[src/hdl/ipv4f_pkg.sv]
// ----------------------------------------------------------------------------
// IPv4 filter package
// Shared types, protocol numbers, enable bit positions and register indexes.
// ----------------------------------------------------------------------------
package ipv4f_pkg;

   localparam int unsigned CSR_INDEX_WIDTH = 4;
   localparam int unsigned CSR_DATA_WIDTH  = 32;
   localparam int unsigned COUNT_WIDTH     = 32;

   // protocol numbers
   localparam logic [7:0] PROTO_ICMP = 8'd1;
   localparam logic [7:0] PROTO_IGMP = 8'd2;
   localparam logic [7:0] PROTO_TCP  = 8'd6;
   localparam logic [7:0] PROTO_UDP  = 8'd17;

   // enable mask bit positions
   localparam int unsigned EN_SRC_ADDR   = 0;
   localparam int unsigned EN_DST_ADDR   = 1;
   localparam int unsigned EN_SRC_PORT   = 2;
   localparam int unsigned EN_DST_PORT   = 3;
   localparam int unsigned EN_TTL_MIN    = 4;
   localparam int unsigned EN_TTL_MAX    = 5;
   localparam int unsigned EN_FRAG_MIN   = 6;
   localparam int unsigned EN_FRAG_MAX   = 7;
   localparam int unsigned EN_PROTO      = 8;
   localparam int unsigned EN_ALLOW_TCP  = 9;
   localparam int unsigned EN_ALLOW_UDP  = 10;
   localparam int unsigned EN_ALLOW_ICMP = 11;
   localparam int unsigned EN_ALLOW_IGMP = 12;

   localparam logic [15:0] TTL_WINDOW_RESET = 16'hFF00;
   localparam logic [15:0] FRAG_HIGH_RESET  = 16'hFFFF;

   typedef enum logic [CSR_INDEX_WIDTH-1:0] {
      CSR_ENABLE_MASK     = 4'd0,
      CSR_SRC_ADDR_MATCH  = 4'd1,
      CSR_DST_ADDR_MATCH  = 4'd2,
      CSR_SRC_PORT_MATCH  = 4'd3,
      CSR_DST_PORT_MATCH  = 4'd4,
      CSR_TTL_WINDOW      = 4'd5,
      CSR_FRAG_LOW_BOUND  = 4'd6,
      CSR_FRAG_HIGH_BOUND = 4'd7
   } csr_index_type;

   typedef struct packed {
      logic [12:0] enable_mask;
      logic [31:0] src_addr_match;
      logic [31:0] dst_addr_match;
      logic [15:0] src_port_match;
      logic [15:0] dst_port_match;
      logic [15:0] ttl_window;
      logic [15:0] frag_low_bound;
      logic [15:0] frag_high_bound;
   } cfg_type;

   typedef struct packed {
      logic [31:0] src_addr;
      logic [31:0] dst_addr;
      logic [7:0]  time_to_live;
      logic [15:0] frag_word;
      logic [7:0]  protocol;
      logic [15:0] src_port;
      logic [15:0] dst_port;
   } hdr_type;

   // per-packet decision: which counters step and whether the total steps
   typedef struct packed {
      logic accept;
      logic bump_tcp;
      logic bump_udp;
      logic bump_icmp;
      logic bump_igmp;
      logic bump_other;
   } verdict_type;

   typedef struct packed {
      logic                   accepted;
      logic [COUNT_WIDTH-1:0] tcp_count;
      logic [COUNT_WIDTH-1:0] udp_count;
      logic [COUNT_WIDTH-1:0] icmp_count;
      logic [COUNT_WIDTH-1:0] igmp_count;
      logic [COUNT_WIDTH-1:0] other_count;
      logic [COUNT_WIDTH-1:0] total_count;
   } result_type;

endpackage

[src/hdl/ipv4f_csr.sv]
// ----------------------------------------------------------------------------
// IPv4 filter configuration registers
// Holds the eight filter registers written through the configuration port.
// ----------------------------------------------------------------------------
module ipv4f_csr (
   input  logic                                  clock,
   input  logic                                  reset,
   input  logic                                  wr_en,
   input  logic [ipv4f_pkg::CSR_INDEX_WIDTH-1:0] wr_index,
   input  logic [ipv4f_pkg::CSR_DATA_WIDTH-1:0]  wr_data,
   output ipv4f_pkg::cfg_type                    cfg
);

   ipv4f_pkg::cfg_type cfg_ff;
   ipv4f_pkg::cfg_type cfg_in;

   always_comb begin
      cfg_in = cfg_ff;
      if (wr_en) begin
         unique case (ipv4f_pkg::csr_index_type'(wr_index))
            ipv4f_pkg::CSR_ENABLE_MASK:     cfg_in.enable_mask     = wr_data[12:0];
            ipv4f_pkg::CSR_SRC_ADDR_MATCH:  cfg_in.src_addr_match  = wr_data[31:0];
            ipv4f_pkg::CSR_DST_ADDR_MATCH:  cfg_in.dst_addr_match  = wr_data[31:0];
            ipv4f_pkg::CSR_SRC_PORT_MATCH:  cfg_in.src_port_match  = wr_data[15:0];
            ipv4f_pkg::CSR_DST_PORT_MATCH:  cfg_in.dst_port_match  = wr_data[15:0];
            ipv4f_pkg::CSR_TTL_WINDOW:      cfg_in.ttl_window      = wr_data[15:0];
            ipv4f_pkg::CSR_FRAG_LOW_BOUND:  cfg_in.frag_low_bound  = wr_data[15:0];
            ipv4f_pkg::CSR_FRAG_HIGH_BOUND: cfg_in.frag_high_bound = wr_data[15:0];
            default: ; // drop writes to unused indexes
         endcase
      end
   end

   always_ff @(posedge clock) begin
      if (reset) begin
         cfg_ff.enable_mask     <= '0;
         cfg_ff.src_addr_match  <= '0;
         cfg_ff.dst_addr_match  <= '0;
         cfg_ff.src_port_match  <= '0;
         cfg_ff.dst_port_match  <= '0;
         cfg_ff.ttl_window      <= ipv4f_pkg::TTL_WINDOW_RESET;
         cfg_ff.frag_low_bound  <= '0;
         cfg_ff.frag_high_bound <= ipv4f_pkg::FRAG_HIGH_RESET;
      end else begin
         cfg_ff <= cfg_in;
      end
   end

   assign cfg = cfg_ff;

endmodule

[src/hdl/ipv4f_check.sv]
// ----------------------------------------------------------------------------
// IPv4 filter decision logic
// Applies the enabled header, protocol and port checks to one header.
// ----------------------------------------------------------------------------
module ipv4f_check (
   input  ipv4f_pkg::hdr_type     hdr,
   input  ipv4f_pkg::cfg_type     cfg,
   output ipv4f_pkg::verdict_type verdict
);

   logic [12:0] en;
   logic        hdr_ok;
   logic        port_ok;
   logic        is_tcp;
   logic        is_udp;
   logic        is_icmp;
   logic        is_igmp;
   logic        is_other;

   assign en = cfg.enable_mask;

   assign hdr_ok =
      (!en[ipv4f_pkg::EN_SRC_ADDR] || (hdr.src_addr == cfg.src_addr_match)) &&
      (!en[ipv4f_pkg::EN_DST_ADDR] || (hdr.dst_addr == cfg.dst_addr_match)) &&
      (!en[ipv4f_pkg::EN_TTL_MIN]  || (hdr.time_to_live >= cfg.ttl_window[7:0])) &&
      (!en[ipv4f_pkg::EN_TTL_MAX]  || (hdr.time_to_live <= cfg.ttl_window[15:8])) &&
      (!en[ipv4f_pkg::EN_FRAG_MIN] || (hdr.frag_word >= cfg.frag_low_bound)) &&
      (!en[ipv4f_pkg::EN_FRAG_MAX] || (hdr.frag_word <= cfg.frag_high_bound));

   assign port_ok =
      (!en[ipv4f_pkg::EN_SRC_PORT] || (hdr.src_port == cfg.src_port_match)) &&
      (!en[ipv4f_pkg::EN_DST_PORT] || (hdr.dst_port == cfg.dst_port_match));

   assign is_tcp   = (hdr.protocol == ipv4f_pkg::PROTO_TCP);
   assign is_udp   = (hdr.protocol == ipv4f_pkg::PROTO_UDP);
   assign is_icmp  = (hdr.protocol == ipv4f_pkg::PROTO_ICMP);
   assign is_igmp  = (hdr.protocol == ipv4f_pkg::PROTO_IGMP);
   assign is_other = !(is_tcp || is_udp || is_icmp || is_igmp);

   // a protocol counter steps once the header and protocol stages pass
   always_comb begin
      verdict.bump_tcp   = hdr_ok && is_tcp &&
                           (!en[ipv4f_pkg::EN_PROTO] || en[ipv4f_pkg::EN_ALLOW_TCP]);
      verdict.bump_udp   = hdr_ok && is_udp &&
                           (!en[ipv4f_pkg::EN_PROTO] || en[ipv4f_pkg::EN_ALLOW_UDP]);
      verdict.bump_icmp  = hdr_ok && is_icmp &&
                           (!en[ipv4f_pkg::EN_PROTO] || en[ipv4f_pkg::EN_ALLOW_ICMP]);
      verdict.bump_igmp  = hdr_ok && is_igmp &&
                           (!en[ipv4f_pkg::EN_PROTO] || en[ipv4f_pkg::EN_ALLOW_IGMP]);
      verdict.bump_other = hdr_ok && is_other && !en[ipv4f_pkg::EN_PROTO];
      // TCP and UDP must also clear the port stage to reach the total
      verdict.accept = verdict.bump_icmp || verdict.bump_igmp || verdict.bump_other ||
                       ((verdict.bump_tcp || verdict.bump_udp) && port_ok);
   end

endmodule

[src/hdl/ipv4f_count.sv]
// ----------------------------------------------------------------------------
// IPv4 filter counters and result register
// Steps the protocol and total tallies and holds the result of one item.
// ----------------------------------------------------------------------------
module ipv4f_count (
   input  logic                   clock,
   input  logic                   reset,
   input  logic                   load,
   input  ipv4f_pkg::verdict_type verdict,
   output ipv4f_pkg::result_type  result
);

   logic [ipv4f_pkg::COUNT_WIDTH-1:0] tcp_ff,   tcp_in;
   logic [ipv4f_pkg::COUNT_WIDTH-1:0] udp_ff,   udp_in;
   logic [ipv4f_pkg::COUNT_WIDTH-1:0] icmp_ff,  icmp_in;
   logic [ipv4f_pkg::COUNT_WIDTH-1:0] igmp_ff,  igmp_in;
   logic [ipv4f_pkg::COUNT_WIDTH-1:0] other_ff, other_in;
   logic [ipv4f_pkg::COUNT_WIDTH-1:0] total_ff, total_in;
   logic                              accepted_ff, accepted_in;

   always_comb begin
      tcp_in      = tcp_ff   + ipv4f_pkg::COUNT_WIDTH'(verdict.bump_tcp);
      udp_in      = udp_ff   + ipv4f_pkg::COUNT_WIDTH'(verdict.bump_udp);
      icmp_in     = icmp_ff  + ipv4f_pkg::COUNT_WIDTH'(verdict.bump_icmp);
      igmp_in     = igmp_ff  + ipv4f_pkg::COUNT_WIDTH'(verdict.bump_igmp);
      other_in    = other_ff + ipv4f_pkg::COUNT_WIDTH'(verdict.bump_other);
      total_in    = total_ff + ipv4f_pkg::COUNT_WIDTH'(verdict.accept);
      accepted_in = verdict.accept;
   end

   always_ff @(posedge clock) begin
      if (reset) begin
         tcp_ff   <= '0;
         udp_ff   <= '0;
         icmp_ff  <= '0;
         igmp_ff  <= '0;
         other_ff <= '0;
         total_ff <= '0;
      end else if (load) begin
         tcp_ff   <= tcp_in;
         udp_ff   <= udp_in;
         icmp_ff  <= icmp_in;
         igmp_ff  <= igmp_in;
         other_ff <= other_in;
         total_ff <= total_in;
      end
   end

   always_ff @(posedge clock) begin
      if (load) begin
         accepted_ff <= accepted_in;
      end
   end

   assign result.accepted    = accepted_ff;
   assign result.tcp_count   = tcp_ff;
   assign result.udp_count   = udp_ff;
   assign result.icmp_count  = icmp_ff;
   assign result.igmp_count  = igmp_ff;
   assign result.other_count = other_ff;
   assign result.total_count = total_ff;

   // at most one protocol counter steps per item
   a_one_bump: assert property (@(posedge clock) disable iff (reset)
      load |-> $onehot0({verdict.bump_tcp, verdict.bump_udp, verdict.bump_icmp,
                         verdict.bump_igmp, verdict.bump_other}))
      else $error("more than one protocol counter stepped");

   // an accepted item has always stepped exactly one protocol counter
   a_accept_bump: assert property (@(posedge clock) disable iff (reset)
      (load && verdict.accept) |-> $onehot({verdict.bump_tcp, verdict.bump_udp,
                         verdict.bump_icmp, verdict.bump_igmp, verdict.bump_other}))
      else $error("accepted item without a protocol count");

   // total advances by one on an accepted item
   a_total_step: assert property (@(posedge clock) disable iff (reset)
      (load && verdict.accept) |=> (total_ff == $past(total_ff) + 1'b1))
      else $error("total counter did not advance");

   // counters hold while no item moves into the result register
   a_hold: assert property (@(posedge clock) disable iff (reset)
      !load |=> ($stable(total_ff) && $stable(tcp_ff) && $stable(udp_ff)))
      else $error("counter changed without an item");

endmodule

[src/hdl/ipv4_header_filter_counter_unit.sv]
// ----------------------------------------------------------------------------
// IPv4 header filter and protocol counter
// Filters extracted IPv4 header fields and keeps per-protocol and total counts.
// ----------------------------------------------------------------------------
// The block takes one item per cycle, while the result side is not stalling:
// the extracted header fields of one IPv4 packet. Each item gives exactly one
// result, after it passes through the input register and then the result
// register. The filter checks and the six 32-bit counter increments sit in the
// single logic stage between those two registers, so the sustained rate is one
// item per clock without stalls. The result carries the accepted flag and every
// counter value after this packet; counters wrap at 2^32. A TCP or UDP packet
// that clears the address, TTL, fragment and protocol checks steps its protocol
// counter even when a port check then rejects it; the total only steps for
// packets that pass every enabled check. Write configuration only while no
// item is in flight; the write port is always ready and writes to unused
// indexes are dropped.
// ----------------------------------------------------------------------------
module ipv4_header_filter_counter_unit (
   input  logic                                  clock,
   input  logic                                  reset,

   // configuration write port
   input  logic                                  csr_valid,
   output logic                                  csr_ready,
   input  logic [ipv4f_pkg::CSR_INDEX_WIDTH-1:0] csr_index,
   input  logic [ipv4f_pkg::CSR_DATA_WIDTH-1:0]  csr_wdata,

   // header item channel
   input  logic                                  req_valid,
   output logic                                  req_stall,
   input  logic [31:0]                           req_src_addr,
   input  logic [31:0]                           req_dst_addr,
   input  logic [7:0]                            req_time_to_live,
   input  logic [15:0]                           req_frag_word,
   input  logic [7:0]                            req_protocol,
   input  logic [15:0]                           req_src_port,
   input  logic [15:0]                           req_dst_port,

   // result channel
   output logic                                  rsp_valid,
   input  logic                                  rsp_stall,
   output logic                                  rsp_accepted,
   output logic [31:0]                           rsp_tcp_count,
   output logic [31:0]                           rsp_udp_count,
   output logic [31:0]                           rsp_icmp_count,
   output logic [31:0]                           rsp_igmp_count,
   output logic [31:0]                           rsp_other_count,
   output logic [31:0]                           rsp_total_count
);

   ipv4f_pkg::cfg_type     cfg;
   ipv4f_pkg::hdr_type     hdr_ff;
   ipv4f_pkg::hdr_type     hdr_in;
   ipv4f_pkg::verdict_type verdict;
   ipv4f_pkg::result_type  result;

   logic hdr_valid_ff;
   logic rsp_valid_ff;
   logic res_load;
   logic hdr_load;

   // configuration registers: always ready, writes take effect in the next cycle
   assign csr_ready = 1'b1;

   ipv4f_csr u_csr (
      .clock    (clock),
      .reset    (reset),
      .wr_en    (csr_valid && csr_ready),
      .wr_index (csr_index),
      .wr_data  (csr_wdata),
      .cfg      (cfg)
   );

   // advance the result register with a held item when it is empty or taken
   assign res_load = hdr_valid_ff && (!rsp_valid_ff || !rsp_stall);
   // take a new header when the input register is empty or moving on
   assign hdr_load = req_valid && !req_stall;
   assign req_stall = hdr_valid_ff && !res_load;

   always_comb begin
      hdr_in.src_addr     = req_src_addr;
      hdr_in.dst_addr     = req_dst_addr;
      hdr_in.time_to_live = req_time_to_live;
      hdr_in.frag_word    = req_frag_word;
      hdr_in.protocol     = req_protocol;
      hdr_in.src_port     = req_src_port;
      hdr_in.dst_port     = req_dst_port;
   end

   always_ff @(posedge clock) begin
      if (reset) begin
         hdr_valid_ff <= 1'b0;
         rsp_valid_ff <= 1'b0;
      end else begin
         // hold the input item until it moves to the result stage
         if (hdr_load) begin
            hdr_valid_ff <= 1'b1;
         end else if (res_load) begin
            hdr_valid_ff <= 1'b0;
         end
         // hold the result until the far side takes it
         if (res_load) begin
            rsp_valid_ff <= 1'b1;
         end else if (!rsp_stall) begin
            rsp_valid_ff <= 1'b0;
         end
      end
   end

   // header payload needs no reset
   always_ff @(posedge clock) begin
      if (hdr_load) begin
         hdr_ff <= hdr_in;
      end
   end

   ipv4f_check u_check (
      .hdr     (hdr_ff),
      .cfg     (cfg),
      .verdict (verdict)
   );

   ipv4f_count u_count (
      .clock   (clock),
      .reset   (reset),
      .load    (res_load),
      .verdict (verdict),
      .result  (result)
   );

   assign rsp_valid       = rsp_valid_ff;
   assign rsp_accepted    = result.accepted;
   assign rsp_tcp_count   = result.tcp_count;
   assign rsp_udp_count   = result.udp_count;
   assign rsp_icmp_count  = result.icmp_count;
   assign rsp_igmp_count  = result.igmp_count;
   assign rsp_other_count = result.other_count;
   assign rsp_total_count = result.total_count;

endmodule

[config.mk]
export PLATFORM = sky130hd
export DESIGN_NAME = ipv4_header_filter_counter_unit
export DESIGN_NICKNAME = d
export VERILOG_FILES = /design/src/hdl/ipv4f_pkg.sv /design/src/hdl/ipv4f_csr.sv /design/src/hdl/ipv4f_check.sv /design/src/hdl/ipv4f_count.sv /design/src/hdl/ipv4_header_filter_counter_unit.sv
export SDC_FILE = /design/constraint.sdc
export NUM_CORES = 1
export LEC_CHECK = 0
export ABC_AREA = 0
export BUFFER_PORTS_ARGS = -buffer_cell sky130_fd_sc_hd__buf_2
export CAP_MARGIN = 20
export CORE_MARGIN = 2
export CORE_UTILIZATION = 35
export DETAILED_ROUTE_END_ITERATION = 16
export HOLD_SLACK_MARGIN = 0.15
export PLACE_DENSITY = 0.64
export SETUP_SLACK_MARGIN = 0.1
export SYNTH_ARGS = -nofsm -noshare
export SYNTH_HDL_FRONTEND = slang
export SYNTH_SLANG_ARGS = --single-unit
[constraint.sdc]
create_clock -name clock -period 9.7 [get_ports clock]
set_input_delay 0.97 -clock clock [delete_from_list [all_inputs] [get_ports clock]]
set_output_delay 0.97 -clock clock [all_outputs]
set_load 0.005 [all_outputs]
==> results of run 1 <==
-- metrics by stage --
stage               power, mW  cells  instance area (sq um)  hold WS [ns]
floorplan                2.27   2085                  20200         0.432
CTS                      4.34   3217                  24400         0.455
detailed placement       2.36   3117                  22700         0.447
global placement         2.35   3116                  22600         0.441
finish                   4.28   3220                  24400         0.455
global route             4.44   3220                  24400         0.480
-- layout make-up --
class	instances	area [sq um]	share of cell area [%]
clock buffer	74	1530	6.26
sequential	480	10900	44.7
clock inverter	26	181	0.744
tap	756	946	3.88
inverter	71	267	1.09
antenna	2	5.00	0.0205
timing repair buffer	376	1960	8.02
multi-input combinational	1435	8610	35.3
-- metal layers --
metal	part of all wire, %	track usage, %	up-vias	routed length [um]
met3	5.6	3.57	100	3080
met5	0.16	0	-	87
li1	-	-	7767	-
met2	48	30.6	416	26800
met1	43	23.2	7503	24100
met4	2.8	5.67	14	1530
-- worst max path at each step --
stage / to / slack [ns]
floorplan: hdr_ff[0] / 2.22
global placement: u_count.udp_ff[31] / 5.32
detailed placement: u_count.udp_ff[31] / 5.22
CTS: u_count.udp_ff[31] / 5.19
global route: u_count.icmp_ff[26] / 4.97
finish: u_count.udp_ff[31] / 5.28
-- kinds of logic after synthesis --
logic type	after synthesis	share of synthesized area [%]
xor+xnor	254	11.0
other cells	1	0.0186
mux	17	0.844
fa+ha+maj	60	3.72
flops	480	54.1
compound gates	245	6.88
simple gates	858	20.1
buf+inv	170	3.31
-- flip-flops by register name (all words and copies together), names as in the netlist --
register             cells
u_count.igmp_ff         32
rsp_valid                1
u_count.other_ff        32
u_count.accepted_ff      1
u_csr.cfg              157
hdr_ff                 128
hdr_valid_ff             1
u_count.icmp_ff         32
u_count.tcp_ff          32
u_count.udp_ff          32
u_count.total_ff        32
-- power by group through the flow --
stage          Sequential (mW)  Clock (mW)  Combinational (mW)
2_1_floorplan             2.17           0              0.0978
3_3_place_gp              2.17           0               0.181
4_1_cts                   2.13        2.03               0.186
3_5_place_dp              2.17           0               0.185
6_report                  2.13        1.97               0.183
5_1_grt                   2.13        2.11               0.202
-- worst register-to-register path, delay by kind of cell, from the launching register on --
| kind | cells | cell delay, ns |
|---|---|---|
| simple gates | 9 | 3.04 |
| fa+ha+maj | 1 | 0.26 |
| xor+xnor | 1 | 0.16 |
| flops | 1 | 0.39 |
| compound gates | 2 | 0.50 |
-- Yosys cell counts (2+ instances only) --
library cell and number:
sky130_fd_sc_hd__a2111oi_0 2, sky130_fd_sc_hd__a211o_1 23, sky130_fd_sc_hd__a21o_1 2, sky130_fd_sc_hd__a21oi_1 168
sky130_fd_sc_hd__and2_1 8, sky130_fd_sc_hd__and3_1 37, sky130_fd_sc_hd__and3b_1 2, sky130_fd_sc_hd__and4_1 13
sky130_fd_sc_hd__and4_4 2, sky130_fd_sc_hd__buf_2 8, sky130_fd_sc_hd__buf_4 2, sky130_fd_sc_hd__clkbuf_1 79
sky130_fd_sc_hd__clkbuf_2 9, sky130_fd_sc_hd__dfxtp_1 351, sky130_fd_sc_hd__edfxtp_1 129, sky130_fd_sc_hd__ha_1 60
sky130_fd_sc_hd__inv_1 70, sky130_fd_sc_hd__mux2i_1 17, sky130_fd_sc_hd__nand2_1 336, sky130_fd_sc_hd__nand2b_1 3
sky130_fd_sc_hd__nand3_1 70, sky130_fd_sc_hd__nand3_2 3, sky130_fd_sc_hd__nand3b_1 4, sky130_fd_sc_hd__nand4_1 53
sky130_fd_sc_hd__nor2_1 221, sky130_fd_sc_hd__nor2b_1 12, sky130_fd_sc_hd__nor3_1 18, sky130_fd_sc_hd__nor3_2 2
sky130_fd_sc_hd__nor3b_1 3, sky130_fd_sc_hd__nor4_1 35, sky130_fd_sc_hd__nor4_2 6, sky130_fd_sc_hd__nor4b_4 3
sky130_fd_sc_hd__o211ai_1 5, sky130_fd_sc_hd__o21ai_0 31, sky130_fd_sc_hd__or3_1 22, sky130_fd_sc_hd__xnor2_1 46
sky130_fd_sc_hd__xor2_1 208
==> impl.org, run 1 <==
** Outcome
- The flow ran to the end, and the final reports show no timing, DRC or antenna violations.

** CTS
- Clock transition at the register clock pins on the worst setup and hold paths after CTS :: 0.06 ns
- Level count of the clock H-tree :: 2
- Max Root-Sink Buffers :: 3
- The root buffer cell chosen for the clock tree is sky130_fd_sc_hd__clkbuf_16.
- Resize count post-CTS :: 0
- Hold-fix buffers at CTS :: 0
- The clock reaches the later pin of the worst-skew pair after roughly 0.6 ns.
- Num CTS Buffers :: 54
- TritonCTS built the clock tree.
- Sinks on the clock net :: 480
- Buffers added to address setup during post-CTS repair amount to 0.

** STA
- Clock Skew :: ~0.022 ns
- Setup violations remaining at the end of the flow were counted as 0.
- Timing would allow up to 226 MHz.
- The worst path uses a little under half of the clock period.
- Slew of the pin with the lowest slew margin :: approximately 1.1 ns
- The number of pins with negative max-slew slack in the final report is 0.
- Total count of hold-check failures in the final report :: 0
- Setup repair after global routing left no endpoint under its margin.
- Final Worst Setup Slack :: between 5 and 6 ns
- Worst slew margin :: around 28%
- The clock period could shrink to around 4.4 ns.
- Adding up every negative setup slack in the final design gives 0 ns.

** Pwr
- Logic gate share of total power :: about 4.3%
- Cell internal power was estimated by the tool at between 3 and 4 mW.
- Sequential cells burn 49.7% of the power.
- Leakage component of the power :: 9.95 nW
- Switching pwr :: ~980 uW
- Power density of the placed cells :: roughly 180 mW/mm^2
- Share of total power in the clock network :: a little under half
- Net switching is 22.9% of the power.
- IR analysis of the VDD net gives a maximum drop of between 0.15 and 0.2 mV.

** Synth
- Cell type with the highest aggregate area in the netlist :: sky130_fd_sc_hd__dfxtp_1
- Counting flops with a built-in enable in the synthesized netlist gives between 100 and 150.
- The share of synthesized area in the top cell type comes to 34.9%.
- Counting every net in the synthesized netlist gives 2314.
- Synth area leaders :: sky130_fd_sc_hd__dfxtp_1, sky130_fd_sc_hd__edfxtp_1, sky130_fd_sc_hd__xor2_1
- The synthesized netlist occupies a cell area of 0.0202 sq mm.
- In the synthesized netlist the dominant register cell turns out to be sky130_fd_sc_hd__dfxtp_1.
- Counting flops with an async set or reset pin after synthesis yields a share of 0%.
- The Yosys step of the flow raised 0 warnings.
- The average instance in the mapped netlist occupies 9.67 sq um.
- Counting distinct cell types in the post-synthesis netlist gives 59.
- Counting every instance in the synthesized netlist gives 2085.
- Portion of the post-synthesis area used by sequential elements :: a little over half
- The synthesized design contains 480 register bits.

** Flow run
- The tool flagged a number of max-cap violations equal to 0.

** Critical path
- On the worst path, the slowest cell contributes a delay of around 0.62 ns.
- Worst setup startpoint :: hdr_ff[124]
- STA classifies the critical path startpoint as a flip-flop.
- Number of gates on the worst path with buffers counted :: 13
- The cell family contributing the most delay on the critical path is simple AND/OR/NAND/NOR gates.
- The worst setup path is captured at a flip-flop.
- Slowest cell on the critical path :: sky130_fd_sc_hd__nor2b_1
- Signal arrival time at the worst endpoint :: approximately 4.9 ns
- FF-to-FF setup slack :: 5.28 ns
- Traced cell by cell, the critical path runs through xor2_1, nor4_1, nand4_1, o21ai_0, nand3_1, nor4_1, ha_1, and3_1, nand4_1, nor2b_1, nand3_2, or3_1, a21oi_1.
- Of all nets on the critical path, the largest fanout is 9.
- Number of buffer and inverter instances along the worst setup path :: 0
- The critical path is of the reg -> reg type.
- For the worst setup path, the data required time is 10.21 ns.
- Cell depth of the worst flop-to-flop path :: 13
- Reg2Reg Launch Point :: hdr_ff[124]
- Capturing point of the worst reg2reg path :: u_count.udp_ff[31]

** Routing
- Vias post-DR :: about 16000
- Remaining DRCs :: 0
- Number of DRC markers in iteration 0 :: just over 900
- For this run, the detailed router's first-pass iteration total came to 7.
- Per-cell via count in the routed design :: between 4 and 5
- Total Wirelength :: approximately 56000 um
- Drt wl/cell :: around 17 um
- Number of nets with antenna violations after routing :: 0

** Final layout
- Share of post-route cells with drive strength above 1 :: between 10% and 20%
- Layout Utilization :: ~43%
- The library cells used most frequently in the layout, excluding fill and tap cells, are sky130_fd_sc_hd__buf_2, sky130_fd_sc_hd__dfxtp_1, sky130_fd_sc_hd__nand2_1.
- Layout overhead on the synthesized area :: 21.0%
- Leaving out fill and tap cells, the most frequent cell in the layout is sky130_fd_sc_hd__buf_2.
- Number of fill cells in the layout :: around 5500
- For this run, the post-layout net count is 2647.

** Min path
- Worst-case hold path end point :: u_csr.cfg[33]
- Depth of the worst hold-timing path :: 2
- Origin of the worst min-delay path :: u_csr.cfg[33]
- HP Class :: reg -> reg

** Placed design
- The HPWL after detailed placement is ~39000 um.
- Routability-driven placement congestion ratio :: around 0.84
- In this run the tool buffered the top-level ports with around 360 buffer cells.
- Before CTS, the worst setup slack after placement is roughly 5.2 ns.

** Global route
- Global Route Usage Sum :: 18.1%
- Number of antenna violations at the first check in global routing :: 9
- The number of global-route vias before repair was between 15000 and 20000.
- Global-route wire length before repair :: roughly 85000 um
- Maximum number of pins on one net before global-route repair :: around 200
- Global route total overflow :: 0

** Die
- The die covers 0.0595 sq mm.
- The floorplan step set the die width to 244 um.
- The core region is 0.0567 sq mm.
- DIE HEIGHT :: ~240 um
- Cell row count :: 87
- Effective utilization at floorplan :: a little over a third
- Count of pins on the block boundary :: about 370
Power figures use the tool's default switching activity.
==> run 2: changes to the inputs <==
--- a/config.mk
+++ b/config.mk
@@ -12,7 +12,7 @@
 export CORE_UTILIZATION = 35
 export DETAILED_ROUTE_END_ITERATION = 16
 export HOLD_SLACK_MARGIN = 0.15
-export PLACE_DENSITY = 0.64
+export PLACE_DENSITY = 0.66
 export SETUP_SLACK_MARGIN = 0.1
 export SYNTH_ARGS = -nofsm -noshare
 export SYNTH_HDL_FRONTEND = slang
==> constraint.sdc (replaced) <==
create_clock -name clock -period 4 [get_ports clock]
set_input_delay 0.4 -clock clock [delete_from_list [all_inputs] [get_ports clock]]
set_output_delay 0.4 -clock clock [all_outputs]
set_load 0.005 [all_outputs]
==> impl.org, run 2 (same netlist as run 1, synthesis figures left out) <==
** Placed design
- Routability-driven placement congestion ratio :: approximately 0.85
- Number of buffer cells added on primary ports :: 363
- Detail Placement HPWL :: 40000 um

** Critical path
- Top delay family on crit path :: simple AND/OR/NAND/NOR gates
- The worst setup path is captured at a flip-flop.
- Slowest cell on the critical path :: sky130_fd_sc_hd__or4_4
- By startpoint and endpoint, the worst setup path is classified as reg -> reg.
- Biggest fanout along the worst timing path :: 5
- The critical path contains buffers and inverters numbering 5 combined.
- Data on the critical path is required at its endpoint by 4.43 ns.
- Worst stage delay on the critical path :: ~0.55 ns
- Nature of the critical path startpoint :: flip-flop
- At the worst endpoint, the arrival time is 4.27 ns.
- Walking the worst path, the cells encountered are ha_4, nand4_1, or4_4, o21ai_2, a31o_4, buf_6, buf_6, buf_6, nand2_4, nor4_4, buf_4, ha_4, and2_4, nand4_1, nor4_2, buf_4, nand4_1, xor2_1, nor2_1.

** STA
- Slew of the pin with the lowest slew margin :: between 0.9 and 1 ns
- For the finished layout, the period the worst path requires is ~3.8 ns.
- Of the available clock period, the critical path in the final layout requires a little over nine tenths.
- Measured against its own limit, the worst slew margin works out to between 30% and 40%.
- Setup TNS :: 0 ns
- Timing would allow up to around 260 MHz.
- Setup repair after global routing could not meet its margin everywhere.
- Number of max-slew violations in the final report :: 0
- Clock Skew :: 0.0278 ns
- The number of endpoints with negative hold slack in the final report came to 0.
- Setup violations remaining at the end of the flow were counted as 0.

** Global route
- The number of global-route vias before repair came to about 17000.
- After global routing the overflow that remains totals 0.
- Number of antenna violations at the first check in global routing :: 4
- Entering global routing, the biggest net connects 149 pins.
- Global Route Usage Sum :: 19.2%
- The first global-routing pass estimated 90600 um of wire.

** CTS
- Max Root-Sink Buffers :: 3
- At the later pin of the worst-skew pair, clock insertion delay measures slightly below 0.6 ns.
- Sinks on the clock net :: 480
- Clock transition at the register clock pins on the worst setup and hold paths after CTS :: 0.06 ns
- The H-tree was split into 2 levels.
- Clock tree from TritonCTS :: done
- Clock root buffer master :: sky130_fd_sc_hd__clkbuf_16
- Buffers inserted during clock tree synthesis total 53.

** Die
- The die is between 200 and 250 um wide.
- After floorplanning, the core was divided into 87 placement rows.
- The floorplan step defined a die boundary enclosing a little under 0.06 sq mm.
- Once the floorplan was initialized, standard cells occupied between 30% and 40% of the core.
- DIE HEIGHT :: 244 um
- The core region is approximately 0.057 sq mm.
- Count of pins on the block boundary :: about 370

** Routing
- Number of nets with antenna violations after routing :: 0
- The routed layout has 16869 vias.
- Total Wirelength :: about 60000 um
- Number of DRC markers in iteration 0 :: ~960
- Dividing the detail-routed wire length by the instance count gives 17.4 um.
- Remaining DRCs :: 0
- 1st-pass router iterations :: 5
- In the routed layout, each cell is associated on average with a via count of around 5.

** Pwr
- Power density of the placed cells :: approximately 400 mW/mm^2
- Net switching is between 20% and 30% of the power.
- Share of total power in the clock network :: 46.9%
- Largest vdd supply drop :: 0.349 mV
- For this design the total switching power over the nets is roughly 2.4 mW.
- Cell internal power was estimated by the tool at around 8.4 mW.
- The share of total power dissipated in sequential elements is a little under half.
- Combinational cells account for 5.5% of the total power.
- Leakage component of the power :: between 10 and 15 nW

** Final layout
- The register with the most flip-flops in the layout has approximately 160 of them.
- Share of post-route cells with drive strength above 1 :: about a quarter
- Layout Utilization :: between 40% and 50%
- The area growth from synthesis to layout is 34.4%.
- In the layout the commonest cells are sky130_fd_sc_hd__buf_2, sky130_fd_sc_hd__dfxtp_1, sky130_fd_sc_hd__nand2_1.
- Number of fill cells in the layout :: 5157
- Final-stage net count :: roughly 2900
- The multi-input combinational cells in the finished layout cover a total of roughly 0.0091 sq mm.
- FF/Latch Area :: approximately 0.011 sq mm
- Commonest non-fill, non-tap cell in the layout :: sky130_fd_sc_hd__buf_2

** Outcome
- Outcome :: finished, final reports clean

** Flow run
- MaxCap Viol Count :: 0

** Min path
- HP Class :: in -> reg
==> run 2: stage by stage <==
step / hold WS, ns / power [mW] / area (sq um) / worst slack [ns] / instances
after CTS: 0.195 / 10.9 / 26600 / 0.0785 / 3425
after detailed placement: 0.448 / 5.73 / 23100 / -0.239 / 3170
after global placement: 0.444 / 5.71 / 23100 / -0.120 / 3169
after global routing: 0.213 / 11.2 / 27100 / -0.0455 / 3436
after floorplan: 0.432 / 5.49 / 20200 / 0.522 / 2085
final: 0.216 / 10.8 / 27100 / 0.159 / 3439
==> run 2: path summary, 6_finish.rpt <==
kind,startpoint,end,slack (ns),cells after the start
worst min-delay path,csr_wdata[15],u_csr.cfg[63],0.22,3
worst max-delay path,hdr_ff[51],u_count.other_ff[25],0.16,19
worst min register to register,u_csr.cfg[153],u_csr.cfg[153],0.46,2
worst max register to register,hdr_ff[51],u_count.other_ff[25],0.16,19
==> run 2: final cells by class <==
cell class                 count  area share, %
antenna                        4         0.0369
clock buffer                  69           5.38
clock inverter                30           1.32
inverter                      71          0.984
multi-input combinational   1435           33.8
sequential                   480           40.2
tap                          756           3.49
timing repair buffer         594           14.8
==> run 2: worst reg2reg max path, delay by kind of cell, from the launching register on <==
| kind | cells | cell delay (ns) |
|---|---|---|
| fa+ha+maj | 2 | 0.42 |
| compound gates | 2 | 0.29 |
| buf+inv | 5 | 0.64 |
| simple gates | 9 | 1.74 |
| flops | 1 | 0.44 |
| xor+xnor | 1 | 0.15 |
==> run 2: metal layers <==
layer,global-route usage (%),share of wire [%],up-vias
met5,0,0.012,-
met4,6.71,3.3,2
met3,3.31,5.7,120
met2,33.7,49,511
met1,23.5,42,8023
li1,-,-,8213
==> run 2: what timing repair did <==
| action | CTS | global route |
|---|---|---|
| endpoints found under the setup margin | 38 | 109 |
| hold buffers | 146 | 0 |
| buffers inserted | 9 | 8 |
| pin swaps | 8 | 18 |
| cloned | 1 | 2 |
| hold endpoints to repair | 162 | 0 |
| gates resized for setup | 29 | 83 |
==> run 2: power by group through the flow <==
stage               clock [mW]  combinational [mW]  sequential, mW
global placement             0               0.450            5.26
floorplan                    0               0.238            5.25
finish                    5.08               0.598            5.16
detailed placement           0               0.462            5.26
global route              5.39               0.648            5.17
CTS                       5.20               0.585            5.16
